==> config.mk <==
export PLATFORM = sky130hd
export DESIGN_NAME = mpbm_ram
export DESIGN_NICKNAME = d
export VERILOG_FILES = /design/src/hdl/mpbm_ram.sv
export SDC_FILE = /design/constraint.sdc
export NUM_CORES = 2
export LEC_CHECK = 0
export ABC_CLOCK_PERIOD_IN_PS = 4900
export BUFFER_PORTS_ARGS = -buffer_cell sky130_fd_sc_hd__buf_2
export CORE_ASPECT_RATIO = 0.9
export CORE_MARGIN = 2
export CORE_UTILIZATION = 50
export DETAILED_ROUTE_END_ITERATION = 10
export PLACE_DENSITY = 0.72
export SYNTH_ARGS = -nofsm -noshare
export SYNTH_HDL_FRONTEND = slang
export SYNTH_SLANG_ARGS = --single-unit
==> constraint.sdc <==
create_clock -name clk -period 4.9 [get_ports clk]
set_input_delay 0.98 -clock clk [delete_from_list [all_inputs] [get_ports clk]]
set_output_delay 0.98 -clock clk [all_outputs]
set_load 0.02 [all_outputs]
==> src/hdl/mpbm_ram.sv <==
module mpbm_ram #(
  parameter int DEPTH = 256,
  parameter int WIDTH = 8
) (
  input  logic                     clk,
  input  logic                     we,
  input  logic [$clog2(DEPTH)-1:0] waddr,
  input  logic [WIDTH-1:0]         wdata,
  input  logic                     re,
  input  logic [$clog2(DEPTH)-1:0] raddr,
  output logic [WIDTH-1:0]         rdata
);

  logic [WIDTH-1:0] mem [DEPTH];

  always_ff @(posedge clk) begin
    if (we) begin
      mem[waddr] <= wdata;
    end
  end

  always_ff @(posedge clk) begin
    if (re) begin
      rdata <= mem[raddr];
    end
  end

endmodule

# Yosys cells after proc, flatten, opt, wreduce, memory -nomap -nowiden
# Memories as Yosys holds them, arrays and structs flattened. A register that Yosys moved wholly into a read port is not among the register bits.
# Index checks and enable logic that the tools add are counted.
[op_classes]
n_mux = 2
[op_table]
columns = ["op", "n"]
rows = [
  ["$mux W1", 2],
]
[word_totals]
ff_bits = 0
ramBits = 2048
inputBits = 27
out_inout_bits = 8
wordCells = 3
mem_count = 1
[mem_list]
columns = ["name", "words", "word_bits", "read_ports", "rd_clocked_by_memory_dff", "write_ports", "line", "rtl"]
rows = [
  ["mem", 256, 8, 1, 1, 1, "14", "logic [WIDTH-1:0] mem [DEPTH];"],
]

# Depth between registers and ports, before layout
[logic_depth]
depth_word = 2
mapped_depth = 11

# Least setup slack after synthesis
# Ideal clock, no wire load.
[synth_timing]
path_kind = "input to register"
start = "input raddr[0]"
end = "register rdata[2] (read register of mem) (data pin)"
setup_time_ns = 0.269
arrival_time_ns = 2.787
t_required_ns = 4.631
slack_ns = 1.844
stages = 9
n_path_buf = 4
cell_sequence = "buf_6 buf_12 buf_8 buf_2 mux4_2 a22oi_1 a21oi_1 nor4_1 nor4_2"
[synth_lines]
columns = ["item", "line", "rtl"]
rows = [
  ["start, declared", "10", "input logic [$clog2(DEPTH)-1:0] raddr,"],
  ["end, declared", "11", "output logic [WIDTH-1:0] rdata"],
]

==> run_results.csv <==
group,metric,value,unit
cts,clockBufferDepth,3,
sta,setup_viol_count_final,0,
worst_setup_path,cp_common_cell,"mux4_2",
worst_setup_path,crit_type,"in -> reg",
worst_setup_path,cp_slowest_cell,"nor4_1",
cts,postCtsHoldBufs,0,
floorplanning,io_pins,35,
sta,max_freq,276,MHz
grt,grtUsageTotal,0.235,
drt,dr.pass1.iters,5,
drt,vias,39400,
logic_synthesis,synth-seq-cells,2056,
logic_synthesis,ys_types,54,
placed_design,numPortBuffers,34,
drt,viasPerCell,6.44,
sta,clock_skew,22.5,ps
grt,antenna_found_initial,1,
floorplanning,die_h,383,um
power,p_leak,27.1,nW
sta,tightest_slew,1160,ps
finish,design_area,0.0883,mm2
finish,seq_area,0.0617,mm2
cts,htree_levels,4,
floorplanning,core-area,0.158,mm2
worst_setup_path,cp_max_fo,64,
drt,drtAntennaViolNets,0,
grt,overflow,0,
placed_design,dpl_cell_area,0.0825,mm2
grt,grt_pass1_vias,38800,
drt,routed_wl,190,mm
logic_synthesis,async_reset_ff_frac,0,
placed_design,place_congestion,0.855,
sta,whs,572,ps
power,power,35.1,mW
logic_synthesis,syn-cell-area,0.0796,mm2
cts,post_cts_buffers,0,
cts,cts.reportedPaths.clkPinSlew,60,ps
worst_setup_path,cp.required,5420,ps
cts,cts_sinks,2056,
sta,rsz0062_at_grt,"false",
min_path,hold_path.class,"in -> reg",
sta,fin_crit,3630,ps
cts,ctsResizeCount,0,
cts,clkLatencyLatePin,820,ps
sta,slew_violations,0,
sta,finalHoldViolCount,0,
floorplanning,initial_core_util,0.505,
cts,cts_tree,"done",
floorplanning,die-area,0.162,mm2
cts,numCtsBuffers,186,
drt,drtIter0Drc,6218,
drt,wl_per_cell,31.1,um
finish,nFillCells,11200,
grt,grt_max_degree,159,
worst_setup_path,slowest_delay,930,ps
floorplanning,die_x,425,um
cts,root_buffer,"clkbuf_16",
power,ir_worst_vdd,309,uV
finish,drive_gt1_frac,0.224,
worst_setup_path,endpoint_kind,"flop",
floorplanning,row_count,138,
logic_synthesis,yosysSeqAreaShare,0.775,
logic_synthesis,netlist_instances,3733,
run,drv_cap,0,
logic_synthesis,avgSynthCellArea,21.3,um2
worst_setup_path,crit_path_start_kind,"input pin",
logic_synthesis,yosysWarnings,0,
finish,fin_nets,3892,
logic_synthesis,synth_flop_cell,"edfxtp_1",
grt,grt_pass1_wl,275,mm
worst_setup_path,path_cells,"buf_8, buf_12, buf_4, mux4_2, mux4_2, nor2b_1, nor4_1, nor4_2",
finish,syn_to_final_growth,10.8,%
finish,multiInputGateArea,0.0165,mm2
outcome,status,"finished clean",
logic_synthesis,syn-num-nets,3760,
logic_synthesis,synth_edf_count,2056,
sta,slew_headroom,0.226,
power,power.density,398,mW/mm2
drt,route.detailed.drc,0,
worst_setup_path,worstPathArrival,4140,ps
sta,fin_tns_setup,0,ps
placed_design,hpwl,116,mm
sta,period_share,0.740,
## final cells by class
type | count | area share
antenna | 1 | 0.0000284
clock buffer | 230 | 0.0558
clock inverter | 113 | 0.00919
inverter | 2 | 0.0000851
multi-input combinational | 1442 | 0.187
sequential | 2056 | 0.700
tap | 2100 | 0.0298
timing repair buffer | 177 | 0.0187
## stage by stage
stage / cells / worst slack, ps / util
3_3_place_gp: 5777 / 541 / 0.523
4_1_cts: 6120 / 1390 / 0.560
3_5_place_dp: 5777 / 553 / 0.523
5_1_grt: 6121 / 1170 / 0.560
6_report: 6121 / 1270 / 0.560
2_1_floorplan: 3733 / 1840 / -
## path summary, 6_finish.rpt
check / slack (ps) / from / endpoint / cells after the start
worst min register to register: 1140 / mem[42][6]$_DFFE_PP_ / rdata[6]$_DFFE_PP_ / 5
worst max-delay path: 1270 / raddr[1] / rdata[2]$_DFFE_PP_ / 8
worst max register to register: 1990 / mem[96][7]$_DFFE_PP_ / rdata[7]$_DFFE_PP_ / 6
worst min-delay path: 570 / re / rdata[0]$_DFFE_PP_ / 1
## cells in the mapped netlist, types with 13 or more instances
cell type	number	area, um2
a22oi_1	133	998
buf_8	13	195
o22ai_1	28	175
mux2i_1	134	1340
clkbuf_1	111	417
a221oi_1	13	114
mux4_2	454	10200
buf_2	31	155
buf_4	27	203
buf_1	22	82.6
edfxtp_1	2056	61700
nor4_1	24	150
buf_6	21	236
nor3_1	22	110
nand3_1	34	170
a21oi_1	96	480
nor2_1	282	1060
a211oi_1	16	120
nand2_1	33	124
o221ai_1	46	403
nor2b_1	31	194
## routing by layer
layer	global-route usage	wire length, um	vias to the layer above	part of all wire
li1	-	-	16000	-
met5	0	0	-	0
met3	0.0553	21800	309	0.11
met1	0.349	75900	20800	0.40
met4	0.0668	4810	0	0.025
met2	0.351	87900	2407	0.46
## cell families after synthesis
group,count (synthesis),share of synthesized area
flops,2056,0.775
mux,591,0.146
simple gates,466,0.0263
compound gates,385,0.0342
buf+inv,235,0.0183
## sequential cells by signal (all words and copies together), names as in the netlist
signal,count
mem,2048
rdata,8
## report_power, final
group / switching, mW / total, mW / internal (mW)
Clock: 6.27 / 13.9 / 7.65
Combinational: 1.15 / 1.76 / 0.608
Sequential: 0.0224 / 19.4 / 19.4
## worst max-delay path, delay by kind of cell
family	cells	cell delay, ps
buffers and inverters	3	1020
muxes	2	830
and+or+nand+nor	3	1190
## cell usage in the layout (no fill, tap or decap), types with 8 or more instances in the layout
master	synthesis	layout
clkbuf_1	111	39
edfxtp_1	2056	2056
buf_2	31	22
a21oi_1	96	96
clkinv_1	1	57
clkbuf_16	0	191
o22ai_1	28	28
nor2b_1	31	28
clkinv_2	0	35
mux4_2	454	454
mux2i_1	134	134
nand2b_1	8	8
nor3_1	22	22
buf_4	27	120
a221oi_1	13	13
a211oi_1	16	16
nor2_1	282	279
buf_12	8	25
o211ai_1	10	10
nand3_1	34	34
o221ai_1	46	46
nand2_1	33	33
a22oi_1	133	133
nand4_1	10	10
bufinv_16	0	10
o21ai_0	10	10
nor4_1	24	23
a22o_1	8	8
(Power assumes the default switching activity.)
