`src/hdl/mpbm_pkg.sv`:
```
package mpbm_pkg;

  localparam int NODES      = 256;
  localparam int ALPHABET   = 256;
  localparam int MAX_DEPTH  = 63;

  localparam int GOTO_DEPTH = NODES * ALPHABET;
  localparam int GOTO_AW    = $clog2(GOTO_DEPTH);
  localparam int NODE_AW    = $clog2(NODES);
  localparam int HOP_W      = $clog2(MAX_DEPTH + 1);
  localparam int GOTO_W     = 9;
  localparam int INFO_W     = 9;

  typedef enum logic [1:0] {
    MODE_GOTO = 2'd0,
    MODE_INFO = 2'd1,
    MODE_TEXT = 2'd2,
    MODE_NONE = 2'd3
  } mode_t;

  typedef struct packed {
    logic [7:0]  node;
    logic [31:0] match_end;
    logic        run_last;
  } result_t;

  function automatic logic node_in_range(input logic [7:0] n);
    return 32'(n) < NODES;
  endfunction

  function automatic logic byte_in_range(input logic [7:0] b);
    return 32'(b) < ALPHABET;
  endfunction

  function automatic logic [GOTO_AW-1:0] goto_addr(input logic [7:0] n, input logic [7:0] b);
    return GOTO_AW'(32'(n) * ALPHABET + 32'(b));
  endfunction

endpackage

```
`src/hdl/mpbm_out_buf.sv`:
```
module mpbm_out_buf
  import mpbm_pkg::*;
(
  input  logic        clk,
  input  logic        rst,
  input  logic        push,
  input  result_t     push_res,
  output logic        out_free,
  output logic        res_valid,
  input  logic        res_ready,
  output logic [7:0]  match_node,
  output logic [31:0] match_end,
  output logic        run_last
);

  result_t res;

  assign out_free   = !res_valid || res_ready;
  assign match_node = res.node;
  assign match_end  = res.match_end;
  assign run_last   = res.run_last;

  always_ff @(posedge clk) begin
    if (rst) begin
      res_valid <= 1'b0;
    end else if (push) begin
      res_valid <= 1'b1;
    end else if (res_ready) begin
      res_valid <= 1'b0;
    end
  end

  always_ff @(posedge clk) begin
    if (push) begin
      res <= push_res;
    end
  end

endmodule

```
`config.mk`:
```
export PLATFORM = sky130hd
export DESIGN_NAME = mpbm_out_buf
export DESIGN_NICKNAME = d
export VERILOG_FILES = /design/src/hdl/mpbm_pkg.sv /design/src/hdl/mpbm_out_buf.sv
export SDC_FILE = /design/constraint.sdc
export NUM_CORES = 1
export LEC_CHECK = 0
export ABC_AREA = 1
export BUFFER_PORTS_ARGS = -buffer_cell sky130_fd_sc_hd__buf_2
export CELL_PAD_IN_SITES_DETAIL_PLACEMENT = 1
export CELL_PAD_IN_SITES_GLOBAL_PLACEMENT = 1
export CORE_ASPECT_RATIO = 0.8
export CORE_MARGIN = 1
export CORE_UTILIZATION = 34
export CTS_CLUSTER_DIAMETER = 120
export DETAILED_ROUTE_END_ITERATION = 16
export GPL_TIMING_DRIVEN = 0
export PLACE_DENSITY = 0.85
export SYNTH_ARGS = -nofsm -noshare
export SYNTH_HDL_FRONTEND = slang
export SYNTH_SLANG_ARGS = --single-unit
```
`constraint.sdc`:
```
create_clock -name clk -period 1.1 [get_ports clk]
set_input_delay 0.22 -clock clk [delete_from_list [all_inputs] [get_ports clk]]
set_output_delay 0.22 -clock clk [all_outputs]
set_load 0.05 [all_outputs]
```
Word-level counts from Yosys, hierarchy flattened
Cells that the tools add are included.
{ "classes": {"muxes": 2, "n_reduce_logical": 3} }
{ "op_table": {"columns": ["op", "n"], "rows": [
  ["2-to-1 mux 1 bit", 2],
  ["nonzero test 2 bit", 1],
  ["logical NOT 1 bit", 1],
  ["logical OR 1 bit", 1]
]} }
{ "word_totals": {"register_bits": 42, "elab_cells": 9} }

Logic depth before layout (Yosys ltp)
{ "logic_depth": {"word_depth": 2, "mapped_depth": 3} }

Worst setup path before layout
Ideal clock, no wire load.
{ "synth_timing": {"kind": "register to register", "startpoint": "reg, netlist name res_valid", "endpoint": "reg res_valid", "t_arrival_ns": 1.100, "t_required_ns": 1.033, "slack_ns": -0.066, "stages_incl_launch_ff": 3, "cell_sequence": "dfxtp_1 > nand2_2 > a21oi_2"} }
{ "synth_rtl": {"columns": ["element", "line_no", "rtl"], "rows": [
  ["end signal: assignment", "mpbm_out_buf.sv:25", "res_valid <= 1'b0;"],
  ["end signal: assignment", "mpbm_out_buf.sv:27", "res_valid <= 1'b1;"],
  ["end signal: assignment", "mpbm_out_buf.sv:29", "res_valid <= 1'b0;"],
  ["end: declaration", "mpbm_out_buf.sv:9", "output logic res_valid,"]
]} }

Worst setup path in the final report
{ "layout_timing": {"startpoint": "reg res (netlist bit match_end[30])", "endpoint": "out match_end[30]"} }
{ "layout_rtl": {"columns": ["element", "line_no", "rtl"], "rows": [
  ["start: declaration", "mpbm_out_buf.sv:16", "result_t res;"],
  ["start signal: assignment", "mpbm_out_buf.sv:35", "res <= push_res;"],
  ["end: declaration", "mpbm_out_buf.sv:12", "output logic [31:0] match_end,"]
]} }
No word-level cell between the ends.

==> out/metrics.csv <==
stage;metric;value;unit
outcome;status;finished clean;
routing;vias;792;
clock_network;clock-sinks;42;
finish;antennaDiodeCount;0;
worst_setup_path;crit_type;flip-flop to output pin;
clock_network;h-tree-depth;2;
floorplan;initial_core_util;36.45;%
sta;fin_skew;0;ns
clock_network;clk_pin_slew;0.08;ns
grt;grt_max_degree;43;
synth;yosys.cell_types.count;5;
floorplan;die_y;56.75;um
worst_setup_path;crit_family;flip-flops;
grt;grt_first_pass_wirelength;4215;um
worst_setup_path;crit_arrival;0.87;ns
worst_setup_path;cp_slowest_cell;edfxtp_1;
min_path;min_path_type;input port to flip-flop;
sta;fin_crit_sh;99.51;%
job;drv_cap;0;
grt;grt_antenna_before_repair;0;
worst_setup_path;path_cells;buf_6;
floorplan;die_w;70.43;um
synth;synthesis.area;1274;um^2
finish;fin_nets;186;
worst_setup_path;critical_path_buf_inv_count;1;
clock_network;clock_latency;0.29;ns
routing;avgRoutedWirePerCell;15.60;um
routing;finalWirelength;2870;um
clock_network;numCtsBuffers;5;
routing;drc_errors;0;
sta;slew_headroom;40.03;%
worst_setup_path;worstSetupStartpointType;flip-flop;
place;port_buffers;87;
floorplan;row_count;19;
grt;grt_pass1_vias;893;
worst_setup_path;crit_fanout;1;
sta;slew_viol_final;0;
sta;tightest_slew;0.8995;ns
floorplan;fp.dieArea;3997;um^2
finish;area_delta_synth_final;71.32;%
power;p_total;4.248;mW
synth;synth_nets;91;
sta;fmax;0.9136;GHz
synth;ys_top_cells_by_area;edfxtp_1 97%, dfxtp_1 1.6%, a21oi_2 0.69%, inv_1 0.59%, nand2_2 0.49%;
worst_setup_path;slowest_delay;0.41;ns
power;powerDensity;1947;nW/um^2
routing;postRouteAntennaNets;0;
routing;firstDrtPassIters;4;
finish;layout-drive-gt1-share;69.72;%
clock_network;clockRootBuffer;clkbuf_8;
synth;yosysSeqAreaShare;98.23;%
grt;grt.total_usage;15.06;%
sta;hold_viol_final;0;
power;peakVddDrop;1.060;mV
clock_network;cts_tree;yes;
place;gp_congestion;0.6888;
synth;synth_top_cell_by_area;edfxtp_1;
sta;rsz0062_at_grt;yes;
synth;yosys_warnings;0;
sta;setup_tns;0;ns
floorplan;io_pins;88;
worst_setup_path;cp.required;0.88;ns
grt;gr-total-overflow;0;
routing;via_per_inst;4.304;
synth;synth_cells;46;
power;leakage;0.9375;nW
synth;netlist.area_leader.share;96.66;%
routing;drtIter0Drc;47;
floorplan;core_area;3495;um^2
clock_network;cts_hold_buffers;0;
sta;fin_crit;1.095;ns
synth;yosys_register_bits;42;
synth;syn_area_per_cell;27.69;um^2
worst_setup_path;crit_path_end_kind;output pin;
clock_network;clock_path_buffers;2;
sta;setup_viol;0;
metrics by stage:
step | hold WS, ns | setup WS, ns | cells | util [%] | area [um^2]
final | 0.08079 | 0.005374 | 184 | 62.44 | 2182
after global routing | 0.07370 | -0.03019 | 184 | 62.44 | 2182
after CTS | 0.07256 | -0.002361 | 183 | 57.64 | 2014
after detailed placement | 0.3859 | -0.2242 | 175 | 50.45 | 1763
after global placement | 0.3723 | -0.1578 | 175 | 50.45 | 1763
after floorplan | 0.2751 | 0.1399 | 46 | - | 1275
Yosys cell counts:
| cell | number |
|---|---|
| inv_1 | 2 |
| a21oi_2 | 1 |
| edfxtp_1 | 41 |
| dfxtp_1 | 1 |
| nand2_2 | 1 |
layout by cell type (no fill, tap or decap), drive strengths merged:
cell | netlist | routed
a21oi | 1 | 1
buf | 0 | 88
bufinv | 0 | 2
clkbuf | 0 | 6
dfxtp | 1 | 1
edfxtp | 41 | 41
inv | 2 | 2
nand2 | 1 | 1
sequential cells by signal, indices dropped and copies added (netlist names):
name,cells
match_end,32
match_node,8
res_valid,1
run_last,1
worst paths after layout:
kind	slack, ns	endpoint	startpoint	cells past startpoint
max	0.005	match_end[30]	match_end[30]$_DFFE_PP_	1
min	0.08	res_valid$_SDFFE_PP0P_	rst	2
max reg2reg	0.37	res_valid$_SDFFE_PP0P_	res_valid$_SDFFE_PP0P_	3
min reg2reg	0.60	res_valid$_SDFFE_PP0P_	res_valid$_SDFFE_PP0P_	3
metal layers:
metal | GRT usage, % | vias up | part of all wire, %
met2 | 22.86 | 61 | 49
met5 | 0 | - | 0
met3 | 8.797 | 5 | 14
met4 | 8.571 | 0 | 1.7
li1 | - | 369 | -
met1 | 16.41 | 357 | 36
logic make-up (layout without fill, tap and decap cells):
group	Yosys count	after routing	share of synthesized area, %
DFF	42	42	98.23
buffers and inverters	2	98	0.5896
AOI/OAI and AO/OA	1	1	0.6877
and+or+nand+nor	1	1	0.4915
area by class of cell:
class | count | area [um^2]
Fill cell | 320 | 1313
Timing Repair Buffer | 88 | 704.4
Sequential cell | 42 | 1255
Multi-Input combinational cell | 2 | 20.02
Tap cell | 42 | 52.55
Clock buffer | 6 | 82.58
Clock inverter | 2 | 60.06
Inverter | 2 | 7.507
repair_timing:
action	CTS	global route
gates cloned	0	0
gates resized for setup	39	60
setup buffers	0	1
pin swaps	0	1
setup endpoints to repair	30	42
report_power, final:
group | switching (mW) | internal (mW) | total (mW) | leakage, nW
logic | 0.543 | 0.282 | 0.825 | 0.456
clock network | 0.499 | 0.968 | 1.47 | 0.0714
registers | 0.0586 | 1.90 | 1.96 | 0.410
No activity file was read; power rests on OpenSTA's default activity.
