`config.mk`:
```
export PLATFORM = sky130hd
export DESIGN_NAME = mpbm_walker
export DESIGN_NICKNAME = d
export VERILOG_FILES = /design/src/hdl/mpbm_pkg.sv /design/src/hdl/mpbm_walker.sv
export SDC_FILE = /design/constraint.sdc
export NUM_CORES = 1
export LEC_CHECK = 0
export ABC_AREA = 1
export BUFFER_PORTS_ARGS = -buffer_cell sky130_fd_sc_hd__clkbuf_2
export CAP_MARGIN = 25
export CORE_MARGIN = 2
export CORE_UTILIZATION = 25
export CTS_CLUSTER_DIAMETER = 150
export DETAILED_ROUTE_END_ITERATION = 6
export GPL_TIMING_DRIVEN = 0
export SETUP_SLACK_MARGIN = 0.3
export SLEW_MARGIN = 20
export SYNTH_ARGS = -nofsm -noshare
export SYNTH_HDL_FRONTEND = slang
export SYNTH_SLANG_ARGS = --single-unit
```
`constraint.sdc`:
```
create_clock -name clk -period 5.7 [get_ports clk]
set_input_delay 0.57 -clock clk [delete_from_list [all_inputs] [get_ports clk]]
set_output_delay 0.57 -clock clk [all_outputs]
set_load 0.05 [all_outputs]
```
`src/hdl/mpbm_pkg.sv`:
```
package mpbm_pkg;

  localparam int NODES      = 256;
  localparam int ALPHABET   = 256;
  localparam int MAX_DEPTH  = 63;

  localparam int GOTO_DEPTH = NODES * ALPHABET;
  localparam int GOTO_AW    = $clog2(GOTO_DEPTH);
  localparam int NODE_AW    = $clog2(NODES);
  localparam int HOP_W      = $clog2(MAX_DEPTH + 1);
  localparam int GOTO_W     = 9;
  localparam int INFO_W     = 9;

  typedef enum logic [1:0] {
    MODE_GOTO = 2'd0,
    MODE_INFO = 2'd1,
    MODE_TEXT = 2'd2,
    MODE_NONE = 2'd3
  } mode_t;

  typedef struct packed {
    logic [7:0]  node;
    logic [31:0] match_end;
    logic        run_last;
  } result_t;

  function automatic logic node_in_range(input logic [7:0] n);
    return 32'(n) < NODES;
  endfunction

  function automatic logic byte_in_range(input logic [7:0] b);
    return 32'(b) < ALPHABET;
  endfunction

  function automatic logic [GOTO_AW-1:0] goto_addr(input logic [7:0] n, input logic [7:0] b);
    return GOTO_AW'(32'(n) * ALPHABET + 32'(b));
  endfunction

endpackage

```
`src/hdl/mpbm_walker.sv`:
```
module mpbm_walker
  import mpbm_pkg::*;
(
  input  logic               clk,
  input  logic               rst,
  input  logic               req_valid,
  output logic               req_ready,
  input  logic [1:0]         mode,
  input  logic [7:0]         node,
  input  logic [7:0]         byte_value,
  input  logic [7:0]         target_node,
  input  logic               entry_valid,
  input  logic               final_mark,
  input  logic               text_last,
  output logic               goto_we,
  output logic [GOTO_AW-1:0] goto_waddr,
  output logic [GOTO_W-1:0]  goto_wdata,
  output logic [GOTO_AW-1:0] goto_raddr,
  input  logic [GOTO_W-1:0]  goto_rdata,
  output logic               info_we,
  output logic [NODE_AW-1:0] info_waddr,
  output logic [INFO_W-1:0]  info_wdata,
  output logic [NODE_AW-1:0] info_raddr,
  input  logic [INFO_W-1:0]  info_rdata,
  output logic               rd_en,
  input  logic               out_free,
  output logic               push,
  output result_t            push_res
);

  typedef enum logic [2:0] {CLEAR, IDLE, WALK, ROOT, FLUSH} state_t;

  state_t             state;
  logic [GOTO_AW-1:0] clr_addr;
  logic [7:0]         cur;
  logic [31:0]        bytes_seen;
  logic [HOP_W-1:0]   hops;
  logic [7:0]         b_q;
  logic               byte_ok;
  logic               last_q;
  logic               landed;
  logic               done_q;
  logic               pend_valid;
  logic [7:0]         pend_node;
  logic [31:0]        pend_end;
  logic               node_vld [NODES];
  logic               info_ok;

  mode_t      req_mode;
  logic       accept;
  logic       cur_ok;
  logic       cur_fin;
  logic       stall;
  logic       e_valid;
  logic       consume;
  logic       hop;
  logic       go_root;
  logic [7:0] nxt;
  logic [7:0] rd_node;

  assign req_mode  = mode_t'(mode);
  assign req_ready = (state == IDLE);
  assign accept    = req_valid && req_ready;
  assign cur_ok    = node_in_range(cur);
  assign cur_fin   = landed && cur_ok && info_ok && info_rdata[8];
  assign stall     = (state == WALK) && cur_fin && pend_valid && !out_free;
  assign e_valid   = cur_ok && byte_ok && goto_rdata[8];

  // step from the current node
  always_comb begin
    consume = 1'b0;
    hop     = 1'b0;
    go_root = 1'b0;
    nxt     = cur;
    if (state == ROOT) begin
      consume = 1'b1;
      nxt     = (byte_ok && goto_rdata[8]) ? goto_rdata[7:0] : 8'd0;
    end else if (e_valid) begin
      consume = 1'b1;
      nxt     = goto_rdata[7:0];
    end else if (cur == 8'd0) begin
      consume = 1'b1;
      nxt     = 8'd0;
    end else if (32'(hops) < MAX_DEPTH) begin
      hop = 1'b1;
      nxt = cur_ok ? info_rdata[7:0] : 8'd0;
    end else begin
      go_root = 1'b1;
    end
  end

  // table ports
  always_comb begin
    goto_we    = 1'b0;
    goto_waddr = goto_addr(node, byte_value);
    goto_wdata = {entry_valid, entry_valid ? target_node : 8'd0};
    info_we    = accept && (req_mode == MODE_INFO) && node_in_range(node);
    info_waddr = NODE_AW'(node);
    info_wdata = {final_mark, target_node};
    rd_en      = 1'b0;
    rd_node    = nxt;
    goto_raddr = goto_addr(nxt, b_q);
    if (state == CLEAR) begin
      goto_we    = 1'b1;
      goto_waddr = clr_addr;
      goto_wdata = '0;
    end else if (accept && (req_mode == MODE_GOTO)) begin
      goto_we = node_in_range(node) && byte_in_range(byte_value);
    end
    unique case (state)
      IDLE: begin
        rd_en      = accept && (req_mode == MODE_TEXT);
        rd_node    = cur;
        goto_raddr = goto_addr(cur, byte_value);
      end
      WALK: begin
        rd_en = !stall && !done_q;
        if (go_root) begin
          goto_raddr = goto_addr(8'd0, b_q);
        end
      end
      ROOT: begin
        rd_en = 1'b1;
      end
      CLEAR, FLUSH: begin
        rd_en = 1'b0;
      end
    endcase
    info_raddr = NODE_AW'(rd_node);
  end

  always_comb begin
    push     = 1'b0;
    push_res = '{node: pend_node, match_end: pend_end, run_last: 1'b0};
    if (state == WALK) begin
      push = cur_fin && pend_valid && out_free;
    end else if (state == FLUSH) begin
      push              = pend_valid && out_free;
      push_res.run_last = 1'b1;
    end
  end

  always_ff @(posedge clk) begin
    if (rd_en) begin
      info_ok <= node_vld[NODE_AW'(rd_node)];
    end
  end

  always_ff @(posedge clk) begin
    if (rst) begin
      state      <= CLEAR;
      clr_addr   <= '0;
      cur        <= 8'd0;
      bytes_seen <= 32'd0;
      hops       <= '0;
      landed     <= 1'b0;
      done_q     <= 1'b0;
      pend_valid <= 1'b0;
      for (int i = 0; i < NODES; i++) begin
        node_vld[i] <= 1'b0;
      end
    end else begin
      unique case (state)
        CLEAR: begin
          clr_addr <= clr_addr + GOTO_AW'(1);
          if (clr_addr == GOTO_AW'(GOTO_DEPTH - 1)) begin
            state <= IDLE;
          end
        end
        IDLE: begin
          if (info_we) begin
            node_vld[NODE_AW'(node)] <= 1'b1;
          end
          if (accept && (req_mode == MODE_TEXT)) begin
            b_q     <= byte_value;
            byte_ok <= byte_in_range(byte_value);
            last_q  <= text_last;
            hops    <= '0;
            landed  <= 1'b0;
            done_q  <= 1'b0;
            state   <= WALK;
          end
        end
        WALK: begin
          if (!stall) begin
            if (cur_fin) begin
              pend_valid <= 1'b1;
              pend_node  <= cur;
              pend_end   <= bytes_seen;
            end
            if (done_q) begin
              state <= FLUSH;
            end else if (go_root) begin
              state <= ROOT;
            end else begin
              cur    <= nxt;
              landed <= 1'b1;
              done_q <= consume;
              if (consume) begin
                bytes_seen <= bytes_seen + 32'd1;
              end
              if (hop) begin
                hops <= hops + HOP_W'(1);
              end
            end
          end
        end
        ROOT: begin
          cur        <= nxt;
          bytes_seen <= bytes_seen + 32'd1;
          landed     <= 1'b1;
          done_q     <= 1'b1;
          state      <= WALK;
        end
        FLUSH: begin
          if (!pend_valid || out_free) begin
            pend_valid <= 1'b0;
            if (last_q) begin
              cur        <= 8'd0;
              bytes_seen <= 32'd0;
            end
            state <= IDLE;
          end
        end
      endcase
    end
  end

  a_push_free: assert property (@(posedge clk) disable iff (rst) push |-> out_free)
    else $error("result pushed into a full output register");

  a_hop_cap: assert property (@(posedge clk) disable iff (rst) 32'(hops) <= MAX_DEPTH)
    else $error("failure hop count beyond cap");

  a_text_walk: assert property (@(posedge clk) disable iff (rst)
    (accept && req_mode == MODE_TEXT) |=> (state == WALK))
    else $error("text request did not start a walk");

  a_text_end: assert property (@(posedge clk) disable iff (rst)
    (state == FLUSH && (!pend_valid || out_free) && last_q)
      |=> (cur == 8'd0 && bytes_seen == 32'd0))
    else $error("text end did not return to root");

endmodule

```
# After elaboration in Yosys (flattened, before gate mapping)
# Memories as Yosys holds them, arrays and structs flattened. A register that Yosys moved wholly into a read port is not among the register bits.
# Index checks and enable logic that the tools add are counted.
# op_classes
add_sub_neg	6
magnitude_cmp	1
n_eq_ne	18
muxes	77
n_bitwise	2
n_reduce_logical	36
# op_table
cell	n
2-to-1 mux 32 bit	6
2-to-1 mux 8 bit	13
case mux 32 bit (3 select lines)	1
adder 16 x 8 -> 16 bit	3
2-to-1 mux 1 bit	35
adder 32 x 1 -> 32 bit, second input constant	1
2-to-1 mux 16 bit	2
case mux 16 bit (2 select lines)	1
2-to-1 mux 6 bit	5
case mux 8 bit (3 select lines)	1
2-to-1 mux 3 bit	6
adder 16 x 1 -> 16 bit, second input constant	1
== test 16 bit, second input constant	1
case mux 3 bit (5 select lines)	1
inequality test 2 bit, second input constant	7
logical AND 1 bit	13
case mux 6 bit (2 select lines)	1
AND reduction 6 bit	2
AND reduction 5 bit	2
2-to-1 mux 9 bit	1
logical NOT 8 bit	1
AND reduction 4 bit	2
AND reduction 7 bit	1
adder 6 x 1 -> 6 bit, second input constant	1
other kinds (21)	32
# totals
ff_bits	117
mem_bits_rw	256
in_bits	51
n_memories	1
# mem_list
memory	words	width	read_ports	rd_ports_with_merged_regs	write_ports	line_no	rtl
node_vld	256	1	1	1	256	mpbm_walker.sv:46	logic node_vld [NODES];

# Depth between registers and ports, before layout
# depth
ltp_word	10
ltp_mapped	20
ltp_nobuf	19

# Worst setup path after synthesis
# Ideal clock, no wire load.
# synth_timing
kind	in2reg
startpoint	in rst
endpoint	reg pend_end[0] (enable)
arrival_ns	3.793
required_time_ns	5.213
path_slack_ns	1.420
path_stages	3
n_path_buf	2
path_cell_list	clkbuf_1 -> clkbuf_1 -> nor3_1
# synth_between
elab_chain_len	2
# synth_rtl
item	line_no	rtl
from (decl)	mpbm_walker.sv:5	input logic rst,
inverter 1 bit (no source line)	-	
AND reduction 4 bit (no source line)	-	
to (signal assigned)	mpbm_walker.sv:189	pend_end <= bytes_seen;
to (decl)	mpbm_walker.sv:45	logic [31:0] pend_end;
# Every way passes these cells.
# A chain may end at the register's enable or synchronous reset.

# Worst setup path after layout
# layout_timing
startpoint	reg hops[0]
endpoint	out info_raddr[4]
# layout_between
elab_chain_len	6
# layout_rtl
item	line_no	rtl
from (decl)	mpbm_walker.sv:37	logic [HOP_W-1:0] hops;
from (signal assigned)	mpbm_walker.sv:203	hops <= hops + HOP_W'(1);
less-than comparator 6 bit	mpbm_walker.sv:84	end else if (32'(hops) < MAX_DEPTH) begin
2-to-1 mux 8 bit	mpbm_walker.sv:84	
2-to-1 mux 8 bit	mpbm_walker.sv:81	end else if (cur == 8'd0) begin
2-to-1 mux 8 bit	mpbm_walker.sv:78	end else if (e_valid) begin
2-to-1 mux 8 bit	mpbm_walker.sv:75	if (state == ROOT) begin
2-to-1 mux 8 bit	mpbm_walker.sv:110	unique case (state)
to (decl)	mpbm_walker.sv:23	output logic [NODE_AW-1:0] info_raddr,
# Every way passes these cells.

==> impl_metrics.json <==
{
  "post_cts_resized": 0,
  "holdBufCountCts": 0,
  "htreeDepth": 2,
  "place_area_mm2": 0.0186,
  "pin_count": 163,
  "io_buffers": 159,
  "synthCells": 2207,
  "yosysWarnings": 0,
  "wl_met3_um": 6950,
  "post-route-drc-count": 0,
  "clkSinkCount": 374,
  "ant_nets": 0,
  "synth.area.top_cells": "dfxtp_1 (39%), nand3_1 (9.5%), edfxtp_1 (9.0%)",
  "dp_hpwl_um": 45600,
  "skew_ps": 14.6,
  "diodes": 0,
  "cts_tree": "built",
  "num_rows": 94,
  "crit_slowest_cell": "a21oi_2",
  "slew-limit-headroom_pct": 22.2,
  "chipWidth_um": 262,
  "ff2ff_path_depth": 15,
  "wl_met1_um": 27400,
  "grt_max_degree": 15,
  "clock.fmax_ghz": 0.234,
  "layout-drive-gt1-share_pct": 14.0,
  "vdd_ir_drop_max_uv": 261,
  "start_util_pct": 25.3,
  "maxCapViolCount": 0,
  "first_pass_iters": 6,
  "setup_viol_count_final": 0,
  "worst-path-stages": 11,
  "cp-start-kind": "flop",
  "final_max_slew_viol_count": 0,
  "cp_max_fo": 10,
  "min_path_type": "in -> reg",
  "vias_per_cell": 5.05,
  "crit_type": "reg -> out",
  "cpMostUsedCell": "nand2_1",
  "rsz0062_at_grt": "no",
  "fin_area_mm2": 0.0200,
  "synth_commonest_cells": "nand2_1 (355), inv_1 (354), dfxtp_1 (324)",
  "nets": 2467,
  "yosys.area.top_type": "dfxtp_1",
  "critPathBufInv": 4,
  "die_h_um": 262,
  "clkTransAtPathRegs_ps": 60,
  "fin_hold_ws_ps": 197,
  "post-synth-top-count-cell": "nand2_1",
  "max_stage_delay_ps": 760,
  "finalCritPeriodShare_pct": 75.0,
  "synth.top_cell.area_share_pct": 38.9,
  "clk_latency_ps": 550,
  "async_flop_share_pct": 0,
  "num_vias": 16700,
  "gp_congestion": 0.973,
  "instances_no_fill": 3306,
  "routedWlPerCell_um": 19.5,
  "synthesis.area_mm2": 0.0167,
  "grt_overflow_total": 0,
  "track_usage_pct": 18.0,
  "min_path_cells": 1,
  "required_ps": 5130,
  "route.met2.wl_um": 27000,
  "cts.root.buffer_cell": "clkbuf_16",
  "run_status": "complete, no violations",
  "hold_viol": 0,
  "area_growth_pct": 19.6,
  "leakagePower_nw": 7.59,
  "clk_path_buf_depth": 3,
  "p_per_area_mw_per_mm2": 474,
  "arrival_ps": 3700,
  "period_minus_slack_ps": 4270,
  "syn-mean-instance-area_um2": 7.56,
  "cts_setup_buffers": 0,
  "drt_iter0_markers": 1884,
  "ys_types": 54,
  "drt_wl_total_um": 64300,
  "worst_slew_pin_slew_ps": 1170,
  "path_cells": "ha_1 -> nand2_1 -> inv_1 -> nand2_2 -> buf_2 -> o21ai_1 -> nand2_1 -> nand2_1 -> a21oi_2 -> inv_1 -> clkbuf_2",
  "ys_dominant_reg_cell": "dfxtp_1",
  "top_layer": "met4",
  "yosysSeqAreaShare_pct": 47.9,
  "cts_buffers": 40,
  "placed_cells": 3235,
  "syn-num-nets": 2261,
  "grt_pass1_wl_um": 96600,
  "synth_edf_count": 50,
  "cp-end-kind": "output pin",
  "die_area_mm2": 0.0688,
  "fp.coreArea_mm2": 0.0659,
  "ys_ff_latch": 374,
  "first_global_vias": 15700,
  "cp_top_family": "buffers and inverters",
  "antenna_found_initial": 0
}
area by class of cell:
type	count	area, um2
Multi-Input combinational cell	1312	6600
Timing Repair Buffer	164	845
Clock inverter	15	201
Tap cell	864	1080
Sequential cell	374	7990
Fill cell	7137	45900
Inverter	366	1380
Clock buffer	56	1130
Buffer	155	729
through the flow:
stage | setup WS [ps] | setup TNS, ps | utilization, % | power (mW)
global route | 1320 | 0 | 30.3 | 9.79
detailed placement | 1870 | 0 | 28.3 | 6.64
CTS | 1570 | 0 | 30.3 | 9.33
finish | 1430 | 0 | 30.3 | 9.45
global placement | -132 | -5120 | 28.2 | 6.63
floorplan | 1420 | 0 | - | 5.31
sequential cells by signal, summed over array words and instances (netlist names), 3 cells and up:
name	cells
b_q	8
bytes_seen	32
clr_addr	16
cur	8
hops	6
node_vld	256
pend_end	32
pend_node	8
state	3
worst reg2reg max path, cell delays in order, from the launching register on:
cell and delay (ps):
dfxtp_1 330, ha_1 210, nand2_1 120, inv_1 80, nand2_2 160, buf_2 250
o21ai_1 80, nand2_1 70, nand2_1 100, a21oi_2 770, inv_1 600, nand3_1 290
nand3_1 140, nand3_1 160, nand3_1 80, nand2_1 220
layout by cell type, fill, tap and decap left out, types with 27 or more instances in the layout:
cell,n
clkbuf_2,160
clkbuf_16,42
nand3_1,316
dfxtp_1,324
nor3_1,27
o22ai_1,204
nand2_1,355
inv_1,354
buf_2,57
nor2_1,109
a21oi_1,56
o21ai_0,126
clkbuf_1,83
edfxtp_1,50
power breakdown:
| group | internal [mW] | leakage, nW | switching (mW) |
|---|---|---|---|
| Clock | 1.61 | 0.649 | 1.09 |
| Combinational | 0.908 | 3.84 | 3.07 |
| Sequential | 2.72 | 3.11 | 0.0433 |
cell families after synthesis:
kind of cell | count (synthesis) | synth area share [%]
DFF | 374 | 47.9
xor gates and xnor gates | 5 | 0.262
and+or+nand+nor | 855 | 22.9
adders and majority gates | 3 | 0.225
AOI/OAI and AO/OA | 449 | 16.1
buffers and inverters | 521 | 12.6
final timing paths:
kind / start / slack, ps / end
min: text_last / 200 / last_q$_DFFE_PP_
max: hops[0]$_SDFFE_PP0P_ / 1430 / info_raddr[4]
max reg2reg: hops[0]$_SDFFE_PP0P_ / 1860 / info_ok$_DFFE_PP_
min reg2reg: node_vld[95]$_DFF_P_ / 460 / node_vld[95]$_DFF_P_
layer usage:
layer | vias to the layer above | global-route usage (%)
met5 | - | 0
met4 | 0 | 7.85
met3 | 226 | 4.03
met2 | 944 | 27.3
met1 | 7732 | 24.5
li1 | 7781 | -
No activity file was read; power rests on OpenSTA's default activity.
